==> config.mk <==
export PLATFORM = sky130hd
export DESIGN_NAME = pitep_div
export DESIGN_NICKNAME = d
export VERILOG_FILES = /design/src/rtl/core/pitep_pkg.sv /design/src/rtl/core/pitep_div.sv
export SDC_FILE = /design/constraint.sdc
export NUM_CORES = 1
export LEC_CHECK = 0
export ABC_AREA = 1
export BUFFER_PORTS_ARGS = -buffer_cell sky130_fd_sc_hd__clkbuf_2
export CAP_MARGIN = 20
export CORE_ASPECT_RATIO = 0.9
export CORE_MARGIN = 3
export CORE_UTILIZATION = 58
export DETAILED_ROUTE_END_ITERATION = 12
export PLACE_DENSITY = 0.85
export SLEW_MARGIN = 25
export SYNTH_ARGS = -nofsm -noshare
export SYNTH_HDL_FRONTEND = slang
export SYNTH_SLANG_ARGS = --single-unit
==> constraint.sdc <==
create_clock -name clk -period 5.2 [get_ports clk]
set_input_delay 0.26 -clock clk [delete_from_list [all_inputs] [get_ports clk]]
set_output_delay 0.26 -clock clk [all_outputs]
set_load 0.005 [all_outputs]
==> src/rtl/core/pitep_pkg.sv <==
package pitep_pkg;

  localparam int PATH_W   = 20;
  localparam int VALUE_W  = 31;
  localparam int OFFSET_W = 20;
  localparam int COUNT_W  = 11;
  localparam int TADDR_W  = 10;
  localparam int POS_W    = 10;
  localparam int DATA_W   = 32;
  localparam int PADDR_W  = 4;

  typedef enum logic [1:0] {
    CMD_LOAD_OFFSET = 2'd0,
    CMD_LOAD_START  = 2'd1,
    CMD_LOAD_TARGET = 2'd2,
    CMD_QUERY       = 2'd3
  } cmd_t;

  typedef enum logic [1:0] {
    MODE_PAIRWISE   = 2'd0,
    MODE_DIRECTED   = 2'd1,
    MODE_UNDIRECTED = 2'd2,
    MODE_GRID       = 2'd3
  } mode_t;

  typedef enum logic [1:0] {
    REG_MODE         = 2'd0,
    REG_START_COUNT  = 2'd1,
    REG_TARGET_COUNT = 2'd2,
    REG_OFFSET_COUNT = 2'd3
  } reg_t;

  // divider result: quotient and remainder held until the next start; done is a strobe
  typedef struct packed {
    logic                done;
    logic [PATH_W-1:0]   quotient;
    logic [COUNT_W-1:0]  remainder;
  } div_res_t;

endpackage

==> src/rtl/core/pitep_div.sv <==
module pitep_div import pitep_pkg::*; (
  input  logic               clk,
  input  logic               rst,
  input  logic               start,
  input  logic [PATH_W-1:0]  dividend,
  input  logic [COUNT_W-1:0] divisor,
  output div_res_t           res
);

  localparam int CNT_W = $clog2(PATH_W);

  logic               busy;
  logic [CNT_W-1:0]   count;
  logic [PATH_W-1:0]  quo;
  logic [COUNT_W-1:0] rem;
  logic [COUNT_W-1:0] dvs;
  logic               done;

  logic [COUNT_W:0]   partial;
  logic               ge;

  // restoring division, one quotient bit per cycle
  assign partial = {rem, quo[PATH_W-1]};
  assign ge      = (partial >= {1'b0, dvs});

  always_ff @(posedge clk) begin
    if (rst) begin
      busy <= 1'b0;
      done <= 1'b0;
    end else begin
      done <= 1'b0;
      if (start) begin
        busy  <= 1'b1;
        count <= CNT_W'(PATH_W - 1);
        quo   <= dividend;
        rem   <= '0;
        dvs   <= divisor;
      end else if (busy) begin
        quo <= {quo[PATH_W-2:0], ge};
        rem <= ge ? COUNT_W'(partial - {1'b0, dvs}) : partial[COUNT_W-1:0];
        if (count == '0) begin
          busy <= 1'b0;
          done <= 1'b1;
        end else begin
          count <= count - CNT_W'(1);
        end
      end
    end
  end

  assign res.done      = done;
  assign res.quotient  = quo;
  assign res.remainder = rem;

endmodule

==> reports/results.txt, run 1 <==
Via count of the first global-routing pass -> 2293
Post-detailed-route DRC marker count -> 0
H-tree level count -> 2
Synth Area per Inst -> 8.398 um2
Final hold viol count -> 0
Count of final max-slew check failures -> 0
Share of post-route cells with drive strength above 1 -> 0.2401
Relative contribution of combinational cells to total power -> 0.238
Max-Slew Margin vs Limit -> 0.4005
Sinks on the clock net -> 49
Area of the placeable core -> 4604 um2
Die Ht -> 72.56 um
Top achievable clock speed -> 394.0 MHz
Portion of the post-synthesis area used by sequential elements -> 0.5083
Worst endpoint required time -> 5.36 ns
Share of total power in sequential cells -> 0.491
Final setup TNS -> 0 ns
Post-DRT Antenna Nets -> 0
Placement Rows -> 23
Met3 wire length -> 477 um
Total overflow reported by the global router -> 0
Class of the most critical setup path -> reg2reg
Run status -> completed
Global-route wire length before repair -> 10210 um
Type of origin of the critical path -> flip-flop
Crit. End Element -> flip-flop
RSZ-0062 raised after global routing -> false
Power per cell area -> 296.3 nW/um2
Hold/Removal Path Class -> in2reg
Effective utilization at floorplan -> 0.6201
Detailed-route wire length per cell -> 13.08 um
Count of maximum capacitance violations -> 0
Top FF cell, synth -> sky130_fd_sc_hd__edfxtp_1
Worst IR drop on VDD -> 0.2334 mV
Final setup skew -> 0.008871 ns
Total routing resource utilization after global routing -> 0.2306
Longest Clk Path Bufs -> 2
Overall routed net length -> 6093 um
Critical path cell sequence -> inv_1, ha_1, fa_1, inv_1, nand3_1, nand3_2, nand3_2, nand3_1, nor2_2, nor2_1, nor2_1
Switching power total -> 0.2885 mW
Number of gates given a new drive strength after cts -> 0
Synthesized flop and latch total -> 49
Max layer used -> met4
Worst skew pair latency -> 0.30 ns
Number of antenna diodes -> 0
Transition at the pin with the smallest max-transition slack -> 0.8993 ns
Area of the multi-input gates -> 1141 um2
CTS tree -> built
Synthesis Warnings -> 0
Clock Pin Slew Worst Setup and Hold Paths -> 0.09 ns
Vias after detailed routing -> 2381
Filler instances -> 369
Max FO, Critical Path -> 12
Root Buffer -> sky130_fd_sc_hd__clkbuf_8
Final critical-path required period -> 2.538 ns
Util after Layout -> 0.7288
Total I/O pin count -> 66
Switching Share -> 0.2902
Largest net degree at the start of global routing -> 34
Placed cell count -> 457
First-pass DRT Iterations -> 4
Static leakage -> 1.728 nW
Worst path slowest cell -> sky130_fd_sc_hd__nor2_2
Post-route met1 wirelength -> 2487 um
Post-Synthesis Cells -> 340
Count of buffers added by post-CTS timing repair for setup -> 0
Final #Nets -> 451
Clock power frac -> 0.271
Most common cell after layout, fill and taps aside -> sky130_fd_sc_hd__nand2_1
Area of the mapped netlist -> 2855 um2
Final cell count without fillers -> 466
Cts hold-fix bufs -> 0
Initial antenna violation count -> 0
Post-synthesis net count -> 388
Die Outline Area -> 5802 um2
Total area of sequential cells -> 1451 um2
Average via count per standard cell -> 5.109
Post-synthesis async set-or-reset flop share -> 0
Highest cell delay on the worst timing path -> 0.63 ns
Final setup viols -> 0
Final weighted congestion of routability-driven global placement -> 0.8746
P&R area growth vs syn -> 17.53%
Internal -> 0.7057 mW
Detailed Place HPWL -> 4633 um
Number of buffer cells added on primary ports -> 65
Count of flip-flops with a built-in enable after synthesis -> 47
Met2 wire length -> 3038 um
X dimension of the die -> 79.96 um
Number of DRC markers after the initial detailed-route iteration -> 159
Number of buffers added by the clock tree synthesis step -> 5
Unique masters post-synth -> 27
Share of the cycle needed by the critical path after routing -> 0.4881
Commonest cells after routing, fill and taps aside -> sky130_fd_sc_hd__nand2_1 (124), sky130_fd_sc_hd__clkbuf_2 (65), sky130_fd_sc_hd__inv_1 (54)
Arrival time worst endpoint -> 2.70 ns
synthesized netlist by cell type, types with 2 or more instances:
cell type | count | area (um2)
sky130_fd_sc_hd__ha_1 | 13 | 162.7
sky130_fd_sc_hd__nand3_2 | 3 | 30.03
sky130_fd_sc_hd__o21ai_0 | 2 | 10.01
sky130_fd_sc_hd__nor2_1 | 25 | 93.84
sky130_fd_sc_hd__edfxtp_1 | 47 | 1411
sky130_fd_sc_hd__nand2_1 | 124 | 465.5
sky130_fd_sc_hd__nand4_1 | 13 | 81.33
sky130_fd_sc_hd__inv_1 | 54 | 202.7
sky130_fd_sc_hd__nand2_2 | 2 | 12.51
sky130_fd_sc_hd__clkbuf_1 | 5 | 18.77
sky130_fd_sc_hd__dfxtp_1 | 2 | 40.04
sky130_fd_sc_hd__nor2_2 | 11 | 68.82
sky130_fd_sc_hd__xor2_1 | 2 | 17.52
sky130_fd_sc_hd__buf_2 | 2 | 10.01
sky130_fd_sc_hd__a21oi_1 | 6 | 30.03
sky130_fd_sc_hd__buf_6 | 2 | 22.52
sky130_fd_sc_hd__xnor2_1 | 2 | 17.52
sky130_fd_sc_hd__buf_4 | 2 | 15.01
sky130_fd_sc_hd__nand3_1 | 15 | 75.07
cell type report:
class / instances / share of cell area
inverters: 56 / 0.06264
flip-flops and latches: 49 / 0.4325
repair buffers: 67 / 0.1074
clock inverters: 3 / 0.01380
multi-input cells: 224 / 0.3400
clock buffers: 5 / 0.02051
well taps: 62 / 0.02312
metal layers:
metal / track usage / up-vias
li1: - / 1200
met5: 0 / -
met2: 0.3980 / 97
met1: 0.2921 / 1075
met4: 0.07692 / 0
met3: 0.04467 / 9
final timing paths:
check,from,to,slack [ns],depth (start not counted)
worst max-delay path,quo[19],rem[9],2.66,11
worst min-delay path,divisor[7],dvs[7],0.13,1
worst max register to register,quo[19],rem[9],2.66,11
worst min register to register,busy,done,0.52,2
cell families after synthesis:
family          after synthesis  synth area share
compound gates                9           0.01709
fa+ha+maj                    14           0.06398
flops                        49            0.5083
simple gates                197            0.3015
xor+xnor                      4           0.01227
buf+inv                      67           0.09684
critical path: cells and delay by family (launching register included):
kind / cells / cell delay, ns
adder cells (fa/ha/maj): 2 / 0.41
buffers and inverters: 2 / 0.16
AND/OR/NAND/NOR: 7 / 1.44
flip-flops: 1 / 0.39
state kept, by name, indices dropped and copies added, names as in the netlist:
signal	flops
quo	20
count	5
busy	1
rem	11
done	1
dvs	11
through the flow:
| stage | hold WS (ns) | power (mW) | cell area [um2] | worst slack [ns] |
|---|---|---|---|---|
| after floorplan | 0.3379 | 0.6609 | 2855 | 2.136 |
| after global placement | 0.4391 | 0.7203 | 3211 | 2.660 |
| after detailed placement | 0.4386 | 0.7302 | 3211 | 2.550 |
| after CTS | 0.1180 | 0.9972 | 3326 | 2.669 |
| after global routing | 0.1099 | 1.060 | 3356 | 2.360 |
| final | 0.1283 | 0.9943 | 3356 | 2.662 |
power by group through the flow:
stage	registers (mW)	clock network, mW	logic (mW)
after detailed placement	0.497	0	0.233
after global placement	0.496	0	0.224
final	0.488	0.269	0.237
after floorplan	0.495	0	0.165
after CTS	0.489	0.275	0.234
after global routing	0.492	0.296	0.272
Power figures use the tool's default switching activity.
==> inputs of run 2 (changes only) <==
Settings changed: CORE_UTILIZATION 58 to 49, PLACE_DENSITY 0.85 to 0.77.
Clock period 5.2 ns to 2.2 ns, I/O delays scaled along.
==> reports/results.txt, run 2 (synthesis gave the netlist of run 1 again) <==
Run status -> completed
H-tree level count -> 2
Max FO, Critical Path -> 11
Internal -> 1.593 mW
Final cell count without fillers -> 492
First-pass DRT Iterations -> 4
Top achievable clock speed -> 479.1 MHz
Die Ht -> 78.42 um
Post-route total power -> 2.307 mW
Area of the placeable core -> 5443 um2
Clock Pin Slew Worst Setup and Hold Paths -> 0.10 ns
Worst endpoint required time -> 2.28 ns
Leading registers by flop count -> quo: 20 flops, dvs: 11 flops, rem: 11 flops
X dimension of the die -> 86.47 um
Final hold viol count -> 0
Max FFs per register -> 20
Type of origin of the critical path -> flip-flop
Static leakage -> 1.805 nW
Setup slack of the most critical reg-to-reg path -> 0.11 ns
Number of buffer cells added on primary ports -> 65
Crit. End Element -> flip-flop
Sinks on the clock net -> 49
Vias after detailed routing -> 2457
Share of post-route cells with drive strength above 1 -> 0.2494
Least setup slack across all paths after layout -> 0.1129 ns
Final #Nets -> 472
Final setup skew -> 0.01244 ns
Worst hold start -> rst
Post-detailed-route DRC marker count -> 0
Max-Slew Margin vs Limit -> 0.7146
Worst skew pair latency -> 0.31 ns
Class of the most critical setup path -> reg2reg
Final critical-path required period -> 2.087 ns
Average via count per standard cell -> 4.994
RSZ-0062 raised after global routing -> false
Total routing resource utilization after global routing -> 0.1978
Final setup viols -> 0
Share of the cycle needed by the critical path after routing -> 0.9487
Hold Crit Depth -> 2
Worst IR drop on VDD -> 0.3672 mV
Count of maximum capacitance violations -> 0
Count of final max-slew check failures -> 0
P&R area growth vs syn -> 23.23%
Relative contribution of combinational cells to total power -> 0.263
Effective utilization at floorplan -> 0.5246
Die Outline Area -> 6781 um2
Detailed Place HPWL -> 4595 um
Number of DRC markers after the initial detailed-route iteration -> 164
Commonest cells after routing, fill and taps aside -> sky130_fd_sc_hd__nand2_1 (124), sky130_fd_sc_hd__clkbuf_2 (65), sky130_fd_sc_hd__inv_1 (54)
Most common cell after layout, fill and taps aside -> sky130_fd_sc_hd__nand2_1
Total I/O pin count -> 66
Number of antenna diodes -> 0
Util after Layout -> 0.6464
Worst Setup SP -> quo[19]
Arrival time worst endpoint -> 2.17 ns
Worst slack at placement -> -0.09666 ns
Destination of the worst hold path -> done
Critical register-to-register path startpoint -> quo[19]
Placed cell count -> 471
Filler instances -> 472
Longest Clk Path Bufs -> 2
Largest net degree at the start of global routing -> 32
Number of buffers added by the clock tree synthesis step -> 5
Initial antenna violation count -> 0
CTS tree -> built
Via count of the first global-routing pass -> 2374
Final weighted congestion of routability-driven global placement -> 0.9682
Depth of the most critical reg-to-reg path -> 12
Total overflow reported by the global router -> 0
Share of total power in sequential cells -> 0.499
Post-DRT Antenna Nets -> 0
Root Buffer -> sky130_fd_sc_hd__clkbuf_8
Clock power frac -> 0.238
Detailed-route wire length per cell -> 13.03 um
Overall routed net length -> 6412 um
Largest register by flop count -> quo
Hold/Removal Path Class -> in2reg
Switching Share -> 0.3095
Switching power total -> 0.7141 mW
Global-route wire length before repair -> 10640 um
Placement Rows -> 25
Power per cell area -> 655.8 nW/um2
R2r endpoint -> rem[9]
Transition at the pin with the smallest max-transition slack -> 0.4281 ns
## run 2: cell count changes in the layout (fill, tap and decap cells not counted), sizes merged
| cell | before | now |
|---|---|---|
| buf | 2 | 12 |
| clkbuf | 70 | 71 |
| dlygate4sd3 | 0 | 11 |
| bufinv | 1 | 0 |
## run 2: worst max-delay path: stages (launching register included)
cell	delay [ns]
sky130_fd_sc_hd__edfxtp_1	0.35
sky130_fd_sc_hd__inv_1	0.05
sky130_fd_sc_hd__ha_1	0.22
sky130_fd_sc_hd__fa_2	0.37
sky130_fd_sc_hd__inv_1	0.08
sky130_fd_sc_hd__nand3_1	0.08
sky130_fd_sc_hd__nand3_2	0.12
sky130_fd_sc_hd__nand3_2	0.08
sky130_fd_sc_hd__nand3_1	0.13
sky130_fd_sc_hd__nor2_4	0.06
sky130_fd_sc_hd__buf_12	0.14
sky130_fd_sc_hd__nor2_1	0.11
sky130_fd_sc_hd__nor2_1	0.04
## run 2: layout make-up
class | count | area, um2 | share of cell area
Sequential cell | 49 | 1451 | 0.4125
Multi-Input combinational cell | 224 | 1146 | 0.3257
Timing Repair Buffer | 88 | 538.0 | 0.1529
Inverter | 56 | 210.2 | 0.05974
Tap cell | 67 | 83.83 | 0.02383
Clock buffer | 6 | 72.57 | 0.02063
Clock inverter | 2 | 16.27 | 0.004623
## run 2: power groups by stage
stage	registers, mW	clock network, mW	logic [mW]
final	1.15	0.550	0.606
after floorplan	1.17	0	0.393
after global routing	1.16	0.594	0.688
after CTS	1.15	0.565	0.588
after detailed placement	1.17	0	0.569
after global placement	1.17	0	0.556
## run 2: timing repair
item                                   4_1_cts  5_1_grt
resized for setup                            1        1
endpoints found under the hold margin       11        0
pin swaps                                    0        1
setup endpoints to repair                   12        3
hold buffers                                11        0
buffers inserted                             0        2
## run 2: stage by stage
step | hold WS (ns) | instance area [um2] | TNS (ns)
5_1_grt | 0.04125 | 3518 | 0
4_1_cts | 0.04704 | 3488 | 0
3_3_place_gp | 0.2876 | 3284 | 0
2_1_floorplan | 0.1880 | 2867 | 0
3_5_place_dp | 0.2888 | 3284 | -0.6630
6_report | 0.05342 | 3518 | 0
## run 2: routing by layer
metal,vias to the layer above,track usage,share of wire
met5,-,0,0
met2,81,0.3387,0.48
met4,0,0.04829,0.0089
met3,6,0.05037,0.072
met1,1125,0.2493,0.44
li1,1245,-,-
## run 2: worst max-delay path by stage
stage and endpoint:
6_report rem[9], 5_1_grt rem[9], 4_1_cts rem[6], 3_5_place_dp rem[10], 3_3_place_gp rem[9], 2_1_floorplan rem[3]
